--- config.mk ---
export PLATFORM = sky130hd
export DESIGN_NAME = pcm_bit_depth_converter_core
export DESIGN_NICKNAME = d
export VERILOG_FILES = /design/src/rtl/pbdc_pkg.sv /design/src/rtl/pbdc_cfg.sv /design/src/rtl/pbdc_assemble.sv /design/src/rtl/pbdc_scale.sv /design/src/rtl/pbdc_serialize.sv /design/src/rtl/pcm_bit_depth_converter_core.sv
export SDC_FILE = /design/constraint.sdc
export NUM_CORES = 2
export LEC_CHECK = 0
export BUFFER_PORTS_ARGS = -buffer_cell sky130_fd_sc_hd__buf_4
export CAP_MARGIN = 30
export CELL_PAD_IN_SITES_DETAIL_PLACEMENT = 0
export CELL_PAD_IN_SITES_GLOBAL_PLACEMENT = 1
export CORE_AREA = 2 2 335 337
export CTS_CLUSTER_SIZE = 10
export DETAILED_ROUTE_END_ITERATION = 12
export DIE_AREA = 0 0 337 339
export PLACE_DENSITY = 0.82
export SYNTH_ARGS = -nofsm -noshare
export SYNTH_HDL_FRONTEND = slang
export SYNTH_SLANG_ARGS = --single-unit
--- constraint.sdc ---
create_clock -name i_clk -period 8.35 [get_ports i_clk]
set_input_delay 1.67 -clock i_clk [delete_from_list [all_inputs] [get_ports i_clk]]
set_output_delay 1.67 -clock i_clk [all_outputs]
set_load 0.02 [all_outputs]
--- src/rtl/pbdc_pkg.sv ---
// ----------------------------------------------------------------------------
// pbdc_pkg
// Shared types, register map and gain table of the PCM bit-depth converter.
// ----------------------------------------------------------------------------
package pbdc_pkg;

    localparam int unsigned ADDR_W = 3;
    localparam int unsigned DATA_W = 32;

    localparam logic [ADDR_W-1:0] ADDR_IN_DEPTH  = 3'd0;
    localparam logic [ADDR_W-1:0] ADDR_OUT_DEPTH = 3'd4;

    localparam logic [1:0] DEPTH_8  = 2'd0;
    localparam logic [1:0] DEPTH_16 = 2'd1;
    localparam logic [1:0] DEPTH_24 = 2'd2;
    localparam logic [1:0] DEPTH_32 = 2'd3;

    localparam logic [1:0] DEPTH_RESET = DEPTH_16;

    localparam logic [63:0] FS_8  = 64'd255;
    localparam logic [63:0] FS_16 = 64'd32767;
    localparam logic [63:0] FS_24 = 64'd8388607;
    localparam logic [63:0] FS_32 = 64'd2147483520;

    localparam logic [55:0] CLAMP_8  = 56'd255;
    localparam logic [55:0] CLAMP_16 = 56'd32767;
    localparam logic [55:0] CLAMP_24 = 56'd8388607;

    // gain = round(fs_out / fs_in) in Q24.32, row = input depth, column = output depth
    localparam logic [63:0] GAIN_TBL [4][4] = '{
        '{((FS_8  << 32) + (FS_8  >> 1)) / FS_8,
          ((FS_16 << 32) + (FS_8  >> 1)) / FS_8,
          ((FS_24 << 32) + (FS_8  >> 1)) / FS_8,
          ((FS_32 << 32) + (FS_8  >> 1)) / FS_8},
        '{((FS_8  << 32) + (FS_16 >> 1)) / FS_16,
          ((FS_16 << 32) + (FS_16 >> 1)) / FS_16,
          ((FS_24 << 32) + (FS_16 >> 1)) / FS_16,
          ((FS_32 << 32) + (FS_16 >> 1)) / FS_16},
        '{((FS_8  << 32) + (FS_24 >> 1)) / FS_24,
          ((FS_16 << 32) + (FS_24 >> 1)) / FS_24,
          ((FS_24 << 32) + (FS_24 >> 1)) / FS_24,
          ((FS_32 << 32) + (FS_24 >> 1)) / FS_24},
        '{((FS_8  << 32) + (FS_32 >> 1)) / FS_32,
          ((FS_16 << 32) + (FS_32 >> 1)) / FS_32,
          ((FS_24 << 32) + (FS_32 >> 1)) / FS_32,
          ((FS_32 << 32) + (FS_32 >> 1)) / FS_32}
    };

    typedef struct packed {
        logic [1:0] in_depth;
        logic [1:0] out_depth;
        logic       clr;
    } t_cfg;

    typedef struct packed {
        logic        neg;
        logic [31:0] mag;
    } t_smp;

    function automatic logic [55:0] gain_of(input logic [1:0] din, input logic [1:0] dout);
        logic [63:0] g;
        g = GAIN_TBL[din][dout];
        return g[55:0];
    endfunction

endpackage

--- src/rtl/pbdc_cfg.sv ---
// ----------------------------------------------------------------------------
// pbdc_cfg
// APB register file holding the input and output sample depths.
// ----------------------------------------------------------------------------
module pbdc_cfg (
    input  logic                        i_clk,
    input  logic                        i_rst_n,
    input  logic                        psel,
    input  logic                        penable,
    input  logic                        pwrite,
    input  logic [pbdc_pkg::ADDR_W-1:0] paddr,
    input  logic [pbdc_pkg::DATA_W-1:0] pwdata,
    output logic [pbdc_pkg::DATA_W-1:0] prdata,
    output logic                        pready,
    output pbdc_pkg::t_cfg              o_cfg
);
    import pbdc_pkg::*;

    logic [1:0] r_in_depth;
    logic [1:0] r_out_depth;
    logic       wr_en;

    assign pready = 1'b1;
    assign wr_en  = psel && penable && pwrite && pready;

    always_ff @(posedge i_clk) begin
        if (!i_rst_n) begin
            r_in_depth  <= DEPTH_RESET;
            r_out_depth <= DEPTH_RESET;
        end else if (wr_en) begin
            case (paddr)
                ADDR_IN_DEPTH:  r_in_depth  <= pwdata[1:0];
                ADDR_OUT_DEPTH: r_out_depth <= pwdata[1:0];
                default: ;
            endcase
        end
    end

    always_comb begin
        case (paddr)
            ADDR_IN_DEPTH:  prdata = {30'd0, r_in_depth};
            ADDR_OUT_DEPTH: prdata = {30'd0, r_out_depth};
            default:        prdata = '0;
        endcase
    end

    assign o_cfg.in_depth  = r_in_depth;
    assign o_cfg.out_depth = r_out_depth;
    assign o_cfg.clr       = wr_en && (paddr == ADDR_IN_DEPTH);

endmodule

--- src/rtl/pbdc_assemble.sv ---
// ----------------------------------------------------------------------------
// pbdc_assemble
// Gathers little-endian bytes into one sample and registers its sign and
// magnitude.
// ----------------------------------------------------------------------------
module pbdc_assemble (
    input  logic           i_clk,
    input  logic           i_rst_n,
    input  pbdc_pkg::t_cfg i_cfg,
    input  logic           i_valid,
    output logic           o_ready,
    input  logic [7:0]     i_byte,
    output logic           o_valid,
    input  logic           i_ready,
    output pbdc_pkg::t_smp o_smp
);
    import pbdc_pkg::*;

    logic [23:0] r_partial;
    logic [1:0]  r_count;
    logic        r_v1;
    t_smp        r_smp;

    logic        complete;
    logic        rdy1;
    logic        accept;
    logic [31:0] merged;
    logic [31:0] raw;
    t_smp        n_smp;

    assign complete = (r_count >= i_cfg.in_depth);
    assign rdy1     = !r_v1 || i_ready;
    assign o_ready  = !complete || rdy1;
    assign accept   = i_valid && o_ready;
    assign merged   = {8'd0, r_partial} | ({24'd0, i_byte} << {r_count, 3'b000});

    always_comb begin
        raw       = merged;
        n_smp.neg = 1'b0;
        n_smp.mag = merged;
        case (i_cfg.in_depth)
            DEPTH_8: begin
                raw       = {24'd0, merged[7:0]};
                n_smp.mag = raw;
            end
            DEPTH_16: begin
                raw       = {16'd0, merged[15:0]};
                n_smp.neg = raw[15];
                n_smp.mag = raw[15] ? (32'h0001_0000 - raw) : raw;
            end
            DEPTH_24: begin
                raw       = {8'd0, merged[23:0]};
                n_smp.neg = raw[23];
                n_smp.mag = raw[23] ? (32'h0100_0000 - raw) : raw;
            end
            default: begin
                raw       = merged;
                n_smp.neg = raw[31];
                n_smp.mag = raw[31] ? (32'd0 - raw) : raw;
            end
        endcase
    end

    always_ff @(posedge i_clk) begin
        if (!i_rst_n) begin
            r_partial <= '0;
            r_count   <= '0;
            r_v1      <= 1'b0;
        end else begin
            if (i_cfg.clr) begin
                r_partial <= '0;
                r_count   <= '0;
            end else if (accept) begin
                if (complete) begin
                    r_partial <= '0;
                    r_count   <= '0;
                end else begin
                    r_partial <= merged[23:0];
                    r_count   <= r_count + 2'd1;
                end
            end
            if (rdy1) begin
                r_v1 <= accept && complete;
            end
        end
    end

    always_ff @(posedge i_clk) begin
        if (rdy1) begin
            r_smp <= n_smp;
        end
    end

    assign o_valid = r_v1;
    assign o_smp   = r_smp;

    a_count_in_range: assert property (@(posedge i_clk) disable iff (!i_rst_n)
        r_count <= i_cfg.in_depth)
        else $error("byte count beyond input depth");

    a_sample_held: assert property (@(posedge i_clk) disable iff (!i_rst_n)
        (r_v1 && !i_ready) |=> (r_v1 && $stable(r_smp)))
        else $error("pending sample lost");

endmodule

--- src/rtl/pbdc_scale.sv ---
// ----------------------------------------------------------------------------
// pbdc_scale
// Multiplies the sample magnitude by the Q24.32 gain, then truncates,
// limits to the output width and restores the sign except for 8 bit.
// ----------------------------------------------------------------------------
module pbdc_scale (
    input  logic           i_clk,
    input  logic           i_rst_n,
    input  pbdc_pkg::t_cfg i_cfg,
    input  logic           i_valid,
    output logic           o_ready,
    input  pbdc_pkg::t_smp i_smp,
    output logic           o_valid,
    input  logic           i_ready,
    output logic [31:0]    o_val
);
    import pbdc_pkg::*;

    logic        r_v2;
    logic        r_neg;
    logic [55:0] r_p_hi;
    logic [31:0] r_p_lo;

    logic        rdy2;
    logic [55:0] gain;
    logic [63:0] prod_lo;
    logic [55:0] scaled;
    logic [55:0] lim;

    assign rdy2    = !r_v2 || i_ready;
    assign o_ready = rdy2;
    assign gain    = gain_of(i_cfg.in_depth, i_cfg.out_depth);
    assign prod_lo = i_smp.mag * gain[31:0];

    always_ff @(posedge i_clk) begin
        if (!i_rst_n) begin
            r_v2 <= 1'b0;
        end else if (rdy2) begin
            r_v2 <= i_valid;
        end
    end

    always_ff @(posedge i_clk) begin
        if (rdy2) begin
            r_neg  <= i_smp.neg;
            r_p_hi <= i_smp.mag * gain[55:32];
            r_p_lo <= prod_lo[63:32];
        end
    end

    assign scaled = r_p_hi + {24'd0, r_p_lo};

    always_comb begin
        lim   = scaled;
        o_val = scaled[31:0];
        case (i_cfg.out_depth)
            DEPTH_8: begin
                lim   = (scaled > CLAMP_8) ? CLAMP_8 : scaled;
                o_val = lim[31:0];
            end
            DEPTH_16: begin
                lim   = (scaled > CLAMP_16) ? CLAMP_16 : scaled;
                o_val = r_neg ? (32'd0 - lim[31:0]) : lim[31:0];
            end
            DEPTH_24: begin
                lim   = (scaled > CLAMP_24) ? CLAMP_24 : scaled;
                o_val = r_neg ? (32'd0 - lim[31:0]) : lim[31:0];
            end
            default: begin
                lim   = scaled;
                o_val = r_neg ? (32'd0 - scaled[31:0]) : scaled[31:0];
            end
        endcase
    end

    assign o_valid = r_v2;

endmodule

--- src/rtl/pbdc_serialize.sv ---
// ----------------------------------------------------------------------------
// pbdc_serialize
// Holds one converted sample and sends it out one byte per transaction,
// least significant byte first.
// ----------------------------------------------------------------------------
module pbdc_serialize (
    input  logic           i_clk,
    input  logic           i_rst_n,
    input  pbdc_pkg::t_cfg i_cfg,
    input  logic           i_valid,
    output logic           o_ready,
    input  logic [31:0]    i_val,
    output logic           o_valid,
    input  logic           i_ready,
    output logic [7:0]     o_byte,
    output logic           o_last
);
    import pbdc_pkg::*;

    logic        r_sv;
    logic [31:0] r_val;
    logic [1:0]  r_idx;
    logic [1:0]  r_last_idx;

    logic        rdy3;
    logic        load;
    logic        take;

    assign o_last  = (r_idx == r_last_idx);
    assign take    = r_sv && i_ready;
    assign rdy3    = !r_sv || (i_ready && o_last);
    assign o_ready = rdy3;
    assign load    = i_valid && rdy3;

    always_ff @(posedge i_clk) begin
        if (!i_rst_n) begin
            r_sv  <= 1'b0;
            r_idx <= '0;
        end else if (load) begin
            r_sv  <= 1'b1;
            r_idx <= '0;
        end else if (take) begin
            if (o_last) begin
                r_sv <= 1'b0;
            end else begin
                r_idx <= r_idx + 2'd1;
            end
        end
    end

    always_ff @(posedge i_clk) begin
        if (load) begin
            r_val      <= i_val;
            r_last_idx <= i_cfg.out_depth;
        end
    end

    assign o_valid = r_sv;
    assign o_byte  = r_val[{r_idx, 3'b000} +: 8];

    a_idx_in_range: assert property (@(posedge i_clk) disable iff (!i_rst_n)
        r_sv |-> (r_idx <= r_last_idx))
        else $error("byte index beyond sample width");

    a_mid_sample_continues: assert property (@(posedge i_clk) disable iff (!i_rst_n)
        (take && !o_last) |=> (r_sv && (r_idx == $past(r_idx) + 2'd1)))
        else $error("sample cut short");

endmodule

--- src/rtl/pcm_bit_depth_converter_core.sv ---
// ----------------------------------------------------------------------------
// pcm_bit_depth_converter_core
// Converts a little-endian PCM byte stream between 8, 16, 24 and 32 bit depths.
// ----------------------------------------------------------------------------
// The slave stream carries input bytes; the master stream carries output
// bytes with tlast on the final byte of each converted sample. The APB port
// sets in_depth (0x0) and out_depth (0x4); write them only while idle.
// Writing in_depth drops any partly gathered sample.
// A byte that completes a sample passes the assemble, scale and serialize
// registers on its way to the master stream. Input bytes are taken one
// per cycle while s_axis_tready is high; each sample leaves as out_depth+1
// bytes, and the serializer loads the next sample only as its last byte is
// taken. Up to two finished samples wait in the assemble and scale registers
// while the serializer drains one, so the input keeps flowing during a stall
// until those registers fill; then s_axis_tready drops on a completing byte.
// Reset sets both depths to 16 bit and empties the pipeline.
// ----------------------------------------------------------------------------
module pcm_bit_depth_converter_core (
    input  logic                        i_clk,
    input  logic                        i_rst_n,
    input  logic                        psel,
    input  logic                        penable,
    input  logic                        pwrite,
    input  logic [pbdc_pkg::ADDR_W-1:0] paddr,
    input  logic [pbdc_pkg::DATA_W-1:0] pwdata,
    output logic [pbdc_pkg::DATA_W-1:0] prdata,
    output logic                        pready,
    input  logic                        s_axis_tvalid,
    output logic                        s_axis_tready,
    input  logic [7:0]                  s_axis_tdata,   // [7:0] in_byte
    output logic                        m_axis_tvalid,
    input  logic                        m_axis_tready,
    output logic [7:0]                  m_axis_tdata,   // [7:0] out_byte
    output logic                        m_axis_tlast    // sample_end
);
    import pbdc_pkg::*;

    t_cfg        cfg;
    t_smp        smp;
    logic        smp_valid;
    logic        smp_ready;
    logic        val_valid;
    logic        val_ready;
    logic [31:0] val;

    pbdc_cfg u_cfg (
        .i_clk   (i_clk),
        .i_rst_n (i_rst_n),
        .psel    (psel),
        .penable (penable),
        .pwrite  (pwrite),
        .paddr   (paddr),
        .pwdata  (pwdata),
        .prdata  (prdata),
        .pready  (pready),
        .o_cfg   (cfg)
    );

    pbdc_assemble u_assemble (
        .i_clk   (i_clk),
        .i_rst_n (i_rst_n),
        .i_cfg   (cfg),
        .i_valid (s_axis_tvalid),
        .o_ready (s_axis_tready),
        .i_byte  (s_axis_tdata),
        .o_valid (smp_valid),
        .i_ready (smp_ready),
        .o_smp   (smp)
    );

    pbdc_scale u_scale (
        .i_clk   (i_clk),
        .i_rst_n (i_rst_n),
        .i_cfg   (cfg),
        .i_valid (smp_valid),
        .o_ready (smp_ready),
        .i_smp   (smp),
        .o_valid (val_valid),
        .i_ready (val_ready),
        .o_val   (val)
    );

    pbdc_serialize u_serialize (
        .i_clk   (i_clk),
        .i_rst_n (i_rst_n),
        .i_cfg   (cfg),
        .i_valid (val_valid),
        .o_ready (val_ready),
        .i_val   (val),
        .o_valid (m_axis_tvalid),
        .i_ready (m_axis_tready),
        .o_byte  (m_axis_tdata),
        .o_last  (m_axis_tlast)
    );

endmodule
==> flow_summary.yaml <==
outcome:
  status: "complete, but fails checks"
  violations: "negative setup slack"
global_route:
  grt_pass1_wl_um: 226000
  antenna_found_initial: 5
  gr-usage-all-layers_pct: 25.2
  overflow: 0
  grt_pass1_vias: 40800
  grt_max_degree: 66
cells_and_area:
  layout.nets: 7542
  area_growth_pct: 15.1
  drive_gt1_share_pct: 15.7
  fin_util_pct: 53.8
setup_path:
  crit_required_ns: 8.64
  end_kind: "flip-flop"
  worstPathMaxFanout: 8
  critPathMostFrequentCell: "fa_1"
  start_kind: "flip-flop"
  crit_type: "reg -> reg"
  r2r_setup_slack_ns: -0.40
  arrival_ns: 9.04
  cp_slowest_cell: "fa_1"
  cp_slowest_stage_delay_ns: 0.54
placement:
  dpl.hpwl_um: 117000
  gp_congestion: 0.926
  portBuffers: 32
die:
  fp-row-count: 122
  coreArea_mm2: 0.110
  start_util_pct: 46.8
  die_w_um: 337
  io_pins: 94
  dieArea_mm2: 0.114
  fp.dieH_um: 339
logic_synthesis:
  avgSynthCellArea_um2: 9.29
  synthFlopType: "edfxtp_1"
  yosysSeqAreaShare_pct: 10.4
  yosys_register_bits: 191
  synthCells: 5555
  yosys_warnings: 0
  synth-edff-count: 156
  synthArstFlopShare_pct: 0
  ys_types: 91
  synth_area_mm2: 0.0516
route:
  route.detailed.drc: 0
  ant_nets: 0
  initialDrtViolationCount: 2591
  first_pass_iters: 5
  vias: 39000
  via_per_inst: 5.26
  routed_wl_um: 139000
  wire_per_inst_um: 18.7
power_and_ir_drop:
  p_leak_nw: 32.0
  vdd_drop_max_v: 0.000147
  p_per_area_mw_per_mm2: 59.6
  power_mw: 3.54
cts:
  root_buffer: "clkbuf_16"
  clock-sinks: 191
  cts-buffers-inserted: 17
  clkTransAtPathRegs_ns: 0.11
  cts_tree: "built"
  cts_buffer_depth: 2
  h-tree-depth: 4
  worstSkewPairLatency_ns: 0.53
timing:
  drv_slew: 0
  final_hold_viol_count: 0
  setup_ws_ns: -0.404
  max_freq_mhz: 114
  slew_headroom_pct: 37.0
  min_period_ns: 8.75
  final-setup-viol-count: 22
  worst_slew_pin_slew_ns: 0.945
  fin_skew_ns: 0.0354
  timing.hold.ws_ns: 0.469
  period_share_pct: 105
  rsz0062_at_grt: "yes"
min_path:
  holdCritPathClass: "reg -> reg"
flow_run:
  maxCapViolations: 0
## flip-flops by register name (all words and copies together), names as in the netlist
signal and cells:
u_scale.r_p_lo 32, u_scale.r_p_hi 56, u_serialize.r_idx 2, u_assemble.r_partial 24, u_assemble.o_smp 33, u_scale.r_neg 1, u_scale.o_valid 1, u_assemble.r_count 2
u_serialize.o_valid 1, u_serialize.r_val 32, u_serialize.r_last_idx 2, u_cfg.r_out_depth 2, u_cfg.r_in_depth 2, u_assemble.o_valid 1
## cells in the final DEF, fill, tap and decap left out, drive strengths merged, types with 11 or more instances in the layout
| cell | netlist | final |
|---|---|---|
| xnor2 | 119 | 119 |
| inv | 1183 | 1190 |
| fa | 942 | 942 |
| nand3 | 70 | 70 |
| o22ai | 14 | 14 |
| a21o | 89 | 89 |
| dfxtp | 35 | 35 |
| maj3 | 11 | 11 |
| and2 | 320 | 320 |
| o31ai | 15 | 15 |
| o21a | 25 | 25 |
| conb | 2 | 31 |
| a21oi | 222 | 222 |
| nor2 | 220 | 220 |
| buf | 43 | 566 |
| xor2 | 64 | 64 |
| o211ai | 28 | 28 |
| nor3 | 43 | 43 |
| nor2b | 19 | 19 |
| o21bai | 15 | 15 |
| mux2i | 20 | 20 |
| ha | 642 | 642 |
| or2 | 24 | 24 |
| o21ai | 133 | 133 |
| nand2b | 32 | 32 |
| and3 | 87 | 87 |
| a31o | 11 | 11 |
| clkbuf | 218 | 17 |
| or3 | 21 | 21 |
| nand4 | 35 | 35 |
| a211oi | 33 | 33 |
| nor4 | 16 | 16 |
| edfxtp | 156 | 156 |
| a31oi | 26 | 26 |
| nand2 | 472 | 472 |
## Yosys cell counts, drive strengths merged, types with 21 or more instances
cell type,count,area (um^2)
a211oi,33,248
a21o,89,668
a21oi,222,1110
a31oi,26,169
and2,320,2000
and3,87,544
buf,43,287
clkbuf,218,818
dfxtp,35,701
edfxtp,156,4680
fa,942,18900
ha,642,8030
inv,1183,4440
nand2,472,1770
nand2b,32,200
nand3,70,355
nand4,35,225
nor2,220,828
nor3,43,225
o211ai,28,210
o21a,25,188
o21ai,133,669
or2,24,150
or3,21,131
xnor2,119,1040
xor2,64,561
## worst max-delay path, delay by kind of cell, from the launching register on
kind	cells	cell delay [ns]
flops	1	0.39
fa+ha+maj	10	4.44
simple gates	8	1.12
xor+xnor	1	0.10
buf+inv	10	1.08
compound gates	7	1.36
## per-layer routing
| metal | vias up | part of all wire [%] | track usage, % |
|---|---|---|---|
| li1 | 18300 | - | - |
| met1 | 19600 | 46 | 36.8 |
| met2 | 986 | 46 | 39.8 |
| met3 | 134 | 6.4 | 3.87 |
| met4 | 0 | 1.6 | 4.99 |
| met5 | - | 0 | 0 |
## timing repair
action | in CTS | in global routing
pin swaps | 179 | 99
setup endpoints to repair | 31 | 40
setup buffers | 41 | 18
resized for setup | 248 | 108
gates cloned | 3 | 0
hold buffers | 0 | 0
## cells by family (layout without fill, tap and decap cells)
| logic type | count (synthesis) | in the layout | synth area share, % |
|---|---|---|---|
| muxes | 30 | 30 | 0.781 |
| and+or+nand+nor | 1387 | 1387 | 13.4 |
| xor gates and xnor gates | 183 | 183 | 3.11 |
| other | 2 | 33 | 0.0146 |
| adders and majority gates | 1595 | 1595 | 52.3 |
| AOI/OAI and AO/OA | 722 | 722 | 9.19 |
| buffers and inverters | 1445 | 1782 | 10.8 |
| DFF | 191 | 191 | 10.4 |
## path summary, 6_finish.rpt
kind / start / endpoint / cells past startpoint
max: u_cfg.r_in_depth[0] / u_scale.r_p_lo[24] / 36
min: u_assemble.r_partial[23] / u_assemble.r_partial[23] / 2
max reg2reg: u_cfg.r_in_depth[0] / u_scale.r_p_lo[24] / 36
min reg2reg: u_assemble.r_partial[23] / u_assemble.r_partial[23] / 2
## layout make-up
| class | count | area [um^2] |
|---|---|---|
| Clock inverter | 15 | 168 |
| Clock buffer | 17 | 425 |
| Timing Repair Buffer | 566 | 4810 |
| Antenna cell | 2 | 5.00 |
| Sequential cell | 191 | 5400 |
| Inverter | 1184 | 4450 |
| Multi-Input combinational cell | 3948 | 42300 |
| Tap cell | 1488 | 1860 |
| Fill cell | 9804 | 51000 |
## stage by stage
| stage | cells | TNS (ns) | cell area, um^2 | setup WS [ns] |
|---|---|---|---|---|
| after global placement | 7326 | -26.56 | 56700 | -1.19 |
| final | 7411 | -5.52 | 59400 | -0.404 |
| after detailed placement | 7328 | -27.74 | 56800 | -1.20 |
| after CTS | 7396 | -5.41 | 58900 | -0.408 |
| after global routing | 7410 | -11.91 | 59400 | -0.641 |
| after floorplan | 5584 | 0 | 51800 | 0.0123 |
## power breakdown
group | leakage (nW) | internal (mW) | switching, mW
Clock | 0.291 | 0.426 | 0.457
Sequential | 2.07 | 1.10 | 0.0496
Combinational | 29.7 | 0.603 | 0.907
Total | 32.0 | 2.13 | 1.41
Note: power is estimated with default switching activity, not from simulation.
